--- src/design/aes_pkg.sv ---
`default_nettype none
// ---------------------------------------------------------------------------
// aes_pkg
// Shared types, constants and round functions for the AES block cipher.
// ---------------------------------------------------------------------------
package aes_pkg;

  localparam int MAX_ROUNDS = 14;
  localparam int RK_WORDS   = 4 * (MAX_ROUNDS + 1);
  localparam int RK_AW      = $clog2(RK_WORDS + 1);

  // Configuration register indexes
  typedef enum logic [2:0] {
    CFG_KEY_LENGTH = 3'd0,
    CFG_KEY_WORD_0 = 3'd1,
    CFG_KEY_WORD_1 = 3'd2,
    CFG_KEY_WORD_2 = 3'd3,
    CFG_KEY_WORD_3 = 3'd4
  } cfg_idx_e;

  typedef struct packed {
    logic        opcode;
    logic [63:0] data_hi;
    logic [63:0] data_lo;
  } in_item_t;

  typedef struct packed {
    logic [63:0] out_hi;
    logic [63:0] out_lo;
  } out_item_t;

  typedef struct packed {
    logic [2:0]  index;
    logic [63:0] value;
  } cfg_item_t;

  // Per-stage round control
  typedef struct packed {
    logic last;
    logic bypass;
  } round_ctl_t;

  localparam logic [7:0] RCON [10] = '{8'h01, 8'h02, 8'h04, 8'h08, 8'h10,
                                      8'h20, 8'h40, 8'h80, 8'h1b, 8'h36};

  localparam logic [2047:0] SBOX_FWD = {
    128'h637c777bf26b6fc53001672bfed7ab76,
    128'hca82c97dfa5947f0add4a2af9ca472c0,
    128'hb7fd9326363ff7cc34a5e5f171d83115,
    128'h04c723c31896059a071280e2eb27b275,
    128'h09832c1a1b6e5aa0523bd6b329e32f84,
    128'h53d100ed20fcb15b6acbbe394a4c58cf,
    128'hd0efaafb434d338545f9027f503c9fa8,
    128'h51a3408f929d38f5bcb6da2110fff3d2,
    128'hcd0c13ec5f974417c4a77e3d645d1973,
    128'h60814fdc222a908846eeb814de5e0bdb,
    128'he0323a0a4906245cc2d3ac629195e479,
    128'he7c8376d8dd54ea96c56f4ea657aae08,
    128'hba78252e1ca6b4c6e8dd741f4bbd8b8a,
    128'h703eb5664803f60e613557b986c11d9e,
    128'he1f8981169d98e949b1e87e9ce5528df,
    128'h8ca1890dbfe6426841992d0fb054bb16
  };

  localparam logic [2047:0] SBOX_INV = {
    128'h52096ad53036a538bf40a39e81f3d7fb,
    128'h7ce339829b2fff87348e4344c4dee9cb,
    128'h547b9432a6c2233dee4c950b42fac34e,
    128'h082ea16628d924b2765ba2496d8bd125,
    128'h72f8f66486689816d4a45ccc5d65b692,
    128'h6c704850fdedb9da5e154657a78d9d84,
    128'h90d8ab008cbcd30af7e45805b8b34506,
    128'hd02c1e8fca3f0f02c1afbd0301138a6b,
    128'h3a9111414f67dcea97f2cfcef0b4e673,
    128'h96ac7422e7ad3585e2f937e81c75df6e,
    128'h47f11a711d29c5896fb7620eaa18be1b,
    128'hfc563e4bc6d279209adbc0fe78cd5af4,
    128'h1fdda8338807c731b11210592780ec5f,
    128'h60517fa919b54a0d2de57a9f93c99cef,
    128'ha0e03b4dae2af5b0c8ebbb3c83539961,
    128'h172b047eba77d626e169146355210c7d
  };

  function automatic logic [7:0] sbox_fwd(input logic [7:0] b);
    return SBOX_FWD[2047 - 8 * b -: 8];
  endfunction

  function automatic logic [7:0] sbox_inv(input logic [7:0] b);
    return SBOX_INV[2047 - 8 * b -: 8];
  endfunction

  function automatic logic [31:0] sub_word(input logic [31:0] w);
    return {sbox_fwd(w[31:24]), sbox_fwd(w[23:16]), sbox_fwd(w[15:8]), sbox_fwd(w[7:0])};
  endfunction

  function automatic logic [7:0] xtime(input logic [7:0] x);
    return {x[6:0], 1'b0} ^ (x[7] ? 8'h1b : 8'h00);
  endfunction

  // Multiply by a coefficient of up to four bits
  function automatic logic [7:0] gmul(input logic [7:0] x, input logic [3:0] y);
    logic [7:0] p;
    logic [7:0] a;
    p = 8'h00;
    a = x;
    for (int b = 0; b < 4; b++) begin
      if (y[b]) p = p ^ a;
      a = xtime(a);
    end
    return p;
  endfunction

  // Byte b of the state sits in the top bits for b = 0
  function automatic logic [7:0] st_byte(input logic [127:0] s, input int b);
    return s[127 - 8 * b -: 8];
  endfunction

  function automatic logic [127:0] sub_shift(input logic [127:0] s, input logic inv);
    logic [127:0] t;
    int           from;
    t = '0;
    for (int c = 0; c < 4; c++) begin
      for (int r = 0; r < 4; r++) begin
        from = inv ? ((c + 4 - r) & 3) : ((c + r) & 3);
        t[127 - 8 * (c * 4 + r) -: 8] = inv ? sbox_inv(st_byte(s, from * 4 + r))
                                            : sbox_fwd(st_byte(s, from * 4 + r));
      end
    end
    return t;
  endfunction

  function automatic logic [127:0] mix_fwd(input logic [127:0] s);
    logic [127:0] t;
    logic [7:0]   a [4];
    logic [7:0]   all;
    t = '0;
    for (int c = 0; c < 4; c++) begin
      for (int j = 0; j < 4; j++) a[j] = st_byte(s, c * 4 + j);
      all = a[0] ^ a[1] ^ a[2] ^ a[3];
      for (int j = 0; j < 4; j++) begin
        t[127 - 8 * (c * 4 + j) -: 8] = a[j] ^ all ^ xtime(a[j] ^ a[(j + 1) & 3]);
      end
    end
    return t;
  endfunction

  function automatic logic [127:0] mix_inv(input logic [127:0] s);
    logic [127:0] t;
    logic [7:0]   a [4];
    logic [3:0]   coef [4];
    t = '0;
    coef[0] = 4'he;
    coef[1] = 4'h9;
    coef[2] = 4'hd;
    coef[3] = 4'hb;
    for (int c = 0; c < 4; c++) begin
      for (int j = 0; j < 4; j++) a[j] = st_byte(s, c * 4 + j);
      for (int j = 0; j < 4; j++) begin
        t[127 - 8 * (c * 4 + j) -: 8] = gmul(a[0], coef[j]) ^ gmul(a[1], coef[(j + 3) & 3]) ^
                                        gmul(a[2], coef[(j + 2) & 3]) ^
                                        gmul(a[3], coef[(j + 1) & 3]);
      end
    end
    return t;
  endfunction

endpackage
`default_nettype wire

--- src/design/aes_cfg_if.sv ---
`default_nettype none
// ---------------------------------------------------------------------------
// aes_cfg_if
// Configuration write channel: valid, ready, register index and value.
// ---------------------------------------------------------------------------
interface aes_cfg_if import aes_pkg::*; ();
  logic      valid;
  logic      ready;
  cfg_item_t data;
  modport source (output valid, output data, input ready);
  modport sink (input valid, input data, output ready);
endinterface
`default_nettype wire

--- src/design/aes_key_expand.sv ---
`default_nettype none
// ---------------------------------------------------------------------------
// aes_key_expand
// Key registers and a one-word-per-cycle key schedule into round-key flops.
// ---------------------------------------------------------------------------
module aes_key_expand import aes_pkg::*; (
  input  wire logic  clk_i,
  input  wire logic  rst_ni,
  aes_cfg_if.sink    cfg_i,
  output logic [1:0] key_len_o,
  output logic       keys_ready_o,
  output logic [31:0] rk_o [RK_WORDS]
);

  logic [1:0]       klen_q;
  logic [63:0]      kw_q [4];
  logic             ready_q;
  logic [RK_AW-1:0] cnt_q;
  logic [2:0]       pos_q;
  logic [3:0]       rci_q;
  logic [31:0]      win_q [8];
  logic [31:0]      rk_q [RK_WORDS];

  logic             cfg_hit;
  logic             expand;
  logic [3:0]       nk;
  logic [RK_AW-1:0] total;
  logic [31:0]      t;
  logic [31:0]      w;

  assign cfg_i.ready = 1'b1;

  // Any write to a known register restarts the schedule
  always_comb begin
    cfg_hit = 1'b0;
    if (cfg_i.valid) begin
      case (cfg_i.data.index)
        CFG_KEY_LENGTH, CFG_KEY_WORD_0, CFG_KEY_WORD_1,
        CFG_KEY_WORD_2, CFG_KEY_WORD_3: cfg_hit = 1'b1;
        default: cfg_hit = 1'b0;
      endcase
    end
  end

  assign expand = !ready_q && !cfg_hit;

  always_comb begin
    case (klen_q)
      2'd0: begin
        nk    = 4'd4;
        total = RK_AW'(44);
      end
      2'd1: begin
        nk    = 4'd6;
        total = RK_AW'(52);
      end
      default: begin
        nk    = 4'd8;
        total = RK_AW'(60);
      end
    endcase
  end

  // Next schedule word
  always_comb begin
    t = win_q[0];
    if (pos_q == 3'd0) begin
      t = sub_word({t[23:0], t[31:24]}) ^ {RCON[rci_q], 24'h0};
    end else if (nk == 4'd8 && pos_q == 3'd4) begin
      t = sub_word(t);
    end
    if (cnt_q < RK_AW'(nk)) begin
      w = cnt_q[0] ? kw_q[cnt_q[2:1]][31:0] : kw_q[cnt_q[2:1]][63:32];
    end else begin
      w = win_q[3'(nk - 4'd1)] ^ t;
    end
  end

  // Config registers and schedule control
  always_ff @(posedge clk_i or negedge rst_ni) begin
    if (!rst_ni) begin
      klen_q  <= 2'd0;
      for (int k = 0; k < 4; k++) kw_q[k] <= 64'h0;
      ready_q <= 1'b0;
      cnt_q   <= '0;
      pos_q   <= 3'd0;
      rci_q   <= 4'd0;
    end else if (cfg_hit) begin
      case (cfg_i.data.index)
        CFG_KEY_LENGTH: klen_q  <= cfg_i.data.value[1:0];
        CFG_KEY_WORD_0: kw_q[0] <= cfg_i.data.value;
        CFG_KEY_WORD_1: kw_q[1] <= cfg_i.data.value;
        CFG_KEY_WORD_2: kw_q[2] <= cfg_i.data.value;
        CFG_KEY_WORD_3: kw_q[3] <= cfg_i.data.value;
        default: ;
      endcase
      ready_q <= 1'b0;
      cnt_q   <= '0;
      pos_q   <= 3'd0;
      rci_q   <= 4'd0;
    end else if (expand) begin
      cnt_q <= cnt_q + RK_AW'(1);
      pos_q <= (pos_q == 3'(nk - 4'd1)) ? 3'd0 : pos_q + 3'd1;
      if (pos_q == 3'd0 && cnt_q >= RK_AW'(nk)) rci_q <= rci_q + 4'd1;
      if (cnt_q == total - RK_AW'(1)) ready_q <= 1'b1;
    end
  end

  // Store the word and advance the window
  always_ff @(posedge clk_i) begin
    if (expand) begin
      rk_q[cnt_q[RK_AW-1:0]] <= w;
      win_q[0] <= w;
      for (int k = 1; k < 8; k++) win_q[k] <= win_q[k-1];
    end
  end

  assign key_len_o    = klen_q;
  assign keys_ready_o = ready_q;
  assign rk_o         = rk_q;

endmodule
`default_nettype wire

--- src/flat_wrapper.sv ---
// flat-port wrapper written by rule: the top's interface ports become plain ports
module aes_key_expand_flat import aes_pkg::*;
  (clk_i, rst_ni, key_len_o, keys_ready_o, rk_o, cfg_i_valid, cfg_i_data, cfg_i_ready);
  aes_cfg_if cfg_i_i ();
  input  wire logic clk_i;
  input  wire logic rst_ni;
  output logic [1:0] key_len_o;
  output logic keys_ready_o;
  output logic [31:0] rk_o[RK_WORDS];
  input wire logic [$bits(cfg_i_i.valid)-1:0] cfg_i_valid;
  input wire logic [$bits(cfg_i_i.data)-1:0] cfg_i_data;
  output wire logic [$bits(cfg_i_i.ready)-1:0] cfg_i_ready;
  assign cfg_i_i.valid = cfg_i_valid;
  assign cfg_i_i.data = cfg_i_data;
  assign cfg_i_ready = cfg_i_i.ready;
  aes_key_expand u_core (.clk_i(clk_i), .rst_ni(rst_ni), .cfg_i(cfg_i_i), .key_len_o(key_len_o), .keys_ready_o(keys_ready_o), .rk_o(rk_o));
endmodule
--- config.mk ---
export PLATFORM = sky130hd
export DESIGN_NAME = aes_key_expand_flat
export DESIGN_NICKNAME = d
export VERILOG_FILES = /design/src/design/aes_pkg.sv /design/src/design/aes_cfg_if.sv /design/src/design/aes_key_expand.sv /design/src/flat_wrapper.sv
export SDC_FILE = /design/constraint.sdc
export NUM_CORES = 2
export LEC_CHECK = 0
export BUFFER_PORTS_ARGS = -buffer_cell sky130_fd_sc_hd__buf_2
export CORE_AREA = 2 2 771 773
export DETAILED_ROUTE_END_ITERATION = 16
export DIE_AREA = 0 0 773 775
export HOLD_SLACK_MARGIN = 0.06
export PLACE_DENSITY_LB_ADDON = 0.08
export SYNTH_ARGS = -nofsm -noshare
export SYNTH_HDL_FRONTEND = slang
export SYNTH_SLANG_ARGS = --single-unit
--- constraint.sdc ---
create_clock -name clk_i -period 20.4 [get_ports clk_i]
set_input_delay 2.04 -clock clk_i [delete_from_list [all_inputs] [get_ports clk_i]]
set_output_delay 2.04 -clock clk_i [all_outputs]
set_load 0.02 [all_outputs]
==> summary.txt <==
Critical Path Fanout Max: 33
Gp weighted congestion: 0.858
Antenna-violating nets left: 0
Synth Cell Area: 93700 sq um
Largest net degree at the start of global routing: 127
Root Driver: clkbuf_16
Initial antenna violation count: 90
Max Cap Viol: 0
Register area share after synthesis: 0.770
Iter 0 DRT Violations: 6179
RR Startpoint: u_core.win_q[0][25]
Fillers: 63208
Initial core utilization: 0.158
Setup crit end kind: flip-flop
Multi-input logic area: 20500 sq um
CTS Sinks: 2448
Setup crit start kind: flip-flop
CTS tree: built
Fin crit share: 0.326
NumNets Final: 7817
Power per cell area: 184 nW/um^2
Vias in the first global route: 63904
Achievable Freq: 0.150 GHz
Post-synth top area share: 0.697
Post-route minimum period: 6.66 ns
# hold bufs at CTS: 0
Clk Latency, worst-skew pair: 0.96 ns
Leakage: 43.9 nW
I/O pin count: 1994
Commonest non-fill, non-tap cells in the layout: edfxtp_1 (2176), buf_2 (1991), clkbuf_16 (315), mux2_2 (269), dfrtp_1 (267)
CP required: 21.00 ns
Syn Nets: 5626
Final setup vio count: 0
Via count: 63726
Worst-path clk slew: 0.06 ns
Drt total wl: 541 mm
H-Tree Depth: 5
Worst VDD drop: 229 uV
Final slew viol count: 0
#FFs+latches synth: 2448
Mean Syn Cell Area: 17.1 sq um
Core Util, Final: 0.210
Sum of negative setup slack: 0 ns
Leading cell type in the layout, fill and taps excluded: edfxtp_1
Longest Clk Path Bufs: 4
Syn-to-layout area delta: 32.9%
GRT overflow: 0
Reg area: 72200 sq um
Hold Crit Class: flip-flop to flip-flop
Setup CP Type: flip-flop to flip-flop
Rel. slew slack: 0.0644
Std-Cell Rows: 283
Yosys warning count: 0
First-pass GRT wire length: 695 mm
Hold Path Origin: u_core.win_q[6][16]
Post-DP HPWL: 378 mm
Main flop type after synthesis: edfxtp_1
DRC Markers: 0
Post-CTS Resized: 0
Clk_skew: 0.0701 ns
DIE HEIGHT: 775 microns
Die area: 599000 sq um
Share of cells above drive strength 1: 0.405
IO buf count: 1992
Post-synth EDFFs: 2176
Top cell type by total area after synthesis: edfxtp_1
Cells after Synth: 5488
Final hold vios: 0
RSZ-0062 raised after global routing: false
Num CTS Buffers: 313
Total global-route track usage: 0.173
Synth async-reset ratio: 0.111
Crit path from: u_core.win_q[0][25]
Synth top area cells: edfxtp_1 (70%), dfrtp_1 (7.3%), mux2_2 (3.2%)
Synth unique cells: 101
Final Hold Slack: 0.405 ns
Core Region: 592000 sq um
Post-CTS setup buffer count: 0
Die width: 773 microns
Slew @ Worst Pin: 1.39 ns
Status: finished clean
Wire length per cell: 34.2 microns
Vias per cell: 4.03
CP Data Arrival Time: 7.26 ns
First-pass DRT Iterations: 6
## flip-flops by register name (all words and copies together) (netlist names)
name                 flops
u_core.win_q           256
u_core.keys_ready_o      1
u_core.rci_q             4
u_core.key_len_o         2
u_core.cnt_q             6
u_core.pos_q             3
u_core.kw_q            256
u_core.rk_o           1920
## power by group
group | internal, mW | switching, mW
Clock | 2.99 | 2.34
Combinational | 2.05 | 7.95
Sequential | 7.41 | 0.200
Total | 12.5 | 10.5
## cell type report
cell class,count,area share
Sequential cell,2448,0.580
Multi-Input combinational cell,2613,0.165
Timing Repair Buffer,2245,0.0959
Tap cell,7837,0.0788
Clock buffer,410,0.0668
Clock inverter,160,0.0111
Inverter,58,0.00175
Antenna cell,46,0.000925
## logic make-up (layout without fill, tap and decap cells)
| kind of cell | after synthesis | count (layout) | synth area share |
|---|---|---|---|
| mux | 441 | 441 | 0.0646 |
| buf+inv | 427 | 2873 | 0.0210 |
| fa+ha+maj | 68 | 68 | 0.00908 |
| flops | 2448 | 2448 | 0.770 |
| xor+xnor | 44 | 44 | 0.00411 |
| compound gates | 1017 | 1017 | 0.0753 |
| simple gates | 1042 | 1042 | 0.0558 |
| other cells | 1 | 47 | 0.0000400 |
## critical path, stage by stage, from the launching register on
cell	delay (ns)
edfxtp_1	0.36
buf_4	0.22
inv_1	0.44
ha_1	0.51
nand2b_1	0.78
a311oi_1	0.21
nand3_1	0.15
nand4_1	0.09
a31oi_1	0.88
a2bb2oi_1	0.40
o21ai_0	0.30
xnor2_1	0.24
a21oi_4	0.18
buf_4	0.64
buf_4	0.68
## synth_stat cells (32+ instances only)
cell type	n
o21ai_0	200
and2_1	39
clkbuf_1	181
xnor2_1	36
o311ai_0	36
mux4_2	102
a21oi_1	197
nand3_1	116
nor3_1	67
edfxtp_1	2176
nand2_1	228
a31oi_1	64
a311oi_1	42
a211oi_1	86
nor2_1	236
nor2b_1	102
dfrtp_1	272
inv_1	47
o211ai_1	44
nand2b_1	100
mux2_2	269
buf_2	112
ha_1	68
mux2i_1	66
buf_1	32
## layer usage
metal	GRT usage	wire, microns	vias to the layer above
met5	0	250	-
met4	0.0370	13100	40
met3	0.0398	35100	542
met2	0.311	276000	2836
met1	0.209	217000	34222
li1	-	-	26086
## final timing paths
kind | cells past startpoint | slack [ns] | endpoint
worst max-delay path | 14 | 13.74 | u_core.rk_o[1312]
worst min-delay path | 0 | 0.40 | u_core.win_q[7][16]
worst max register to register | 14 | 13.74 | u_core.rk_o[1312]
worst min register to register | 0 | 0.40 | u_core.win_q[7][16]
max in group asynchronous | 2 | 17.72 | u_core.cnt_q[2]
min in group asynchronous | 1 | 1.12 | u_core.kw_q[90]
## through the flow
stage | power, mW | setup WS [ns] | cell area, sq um | std cells
floorplan | 11.8 | 2.55 | 93700 | 5488
detailed placement | 18.1 | 13.68 | 115000 | 15201
CTS | 23.5 | 13.57 | 124000 | 15771
global route | 23.9 | 13.44 | 124000 | 15772
global placement | 18.2 | 13.54 | 115000 | 15199
finish | 22.9 | 13.74 | 124000 | 15817
Note: power is estimated with default switching activity, not from simulation.
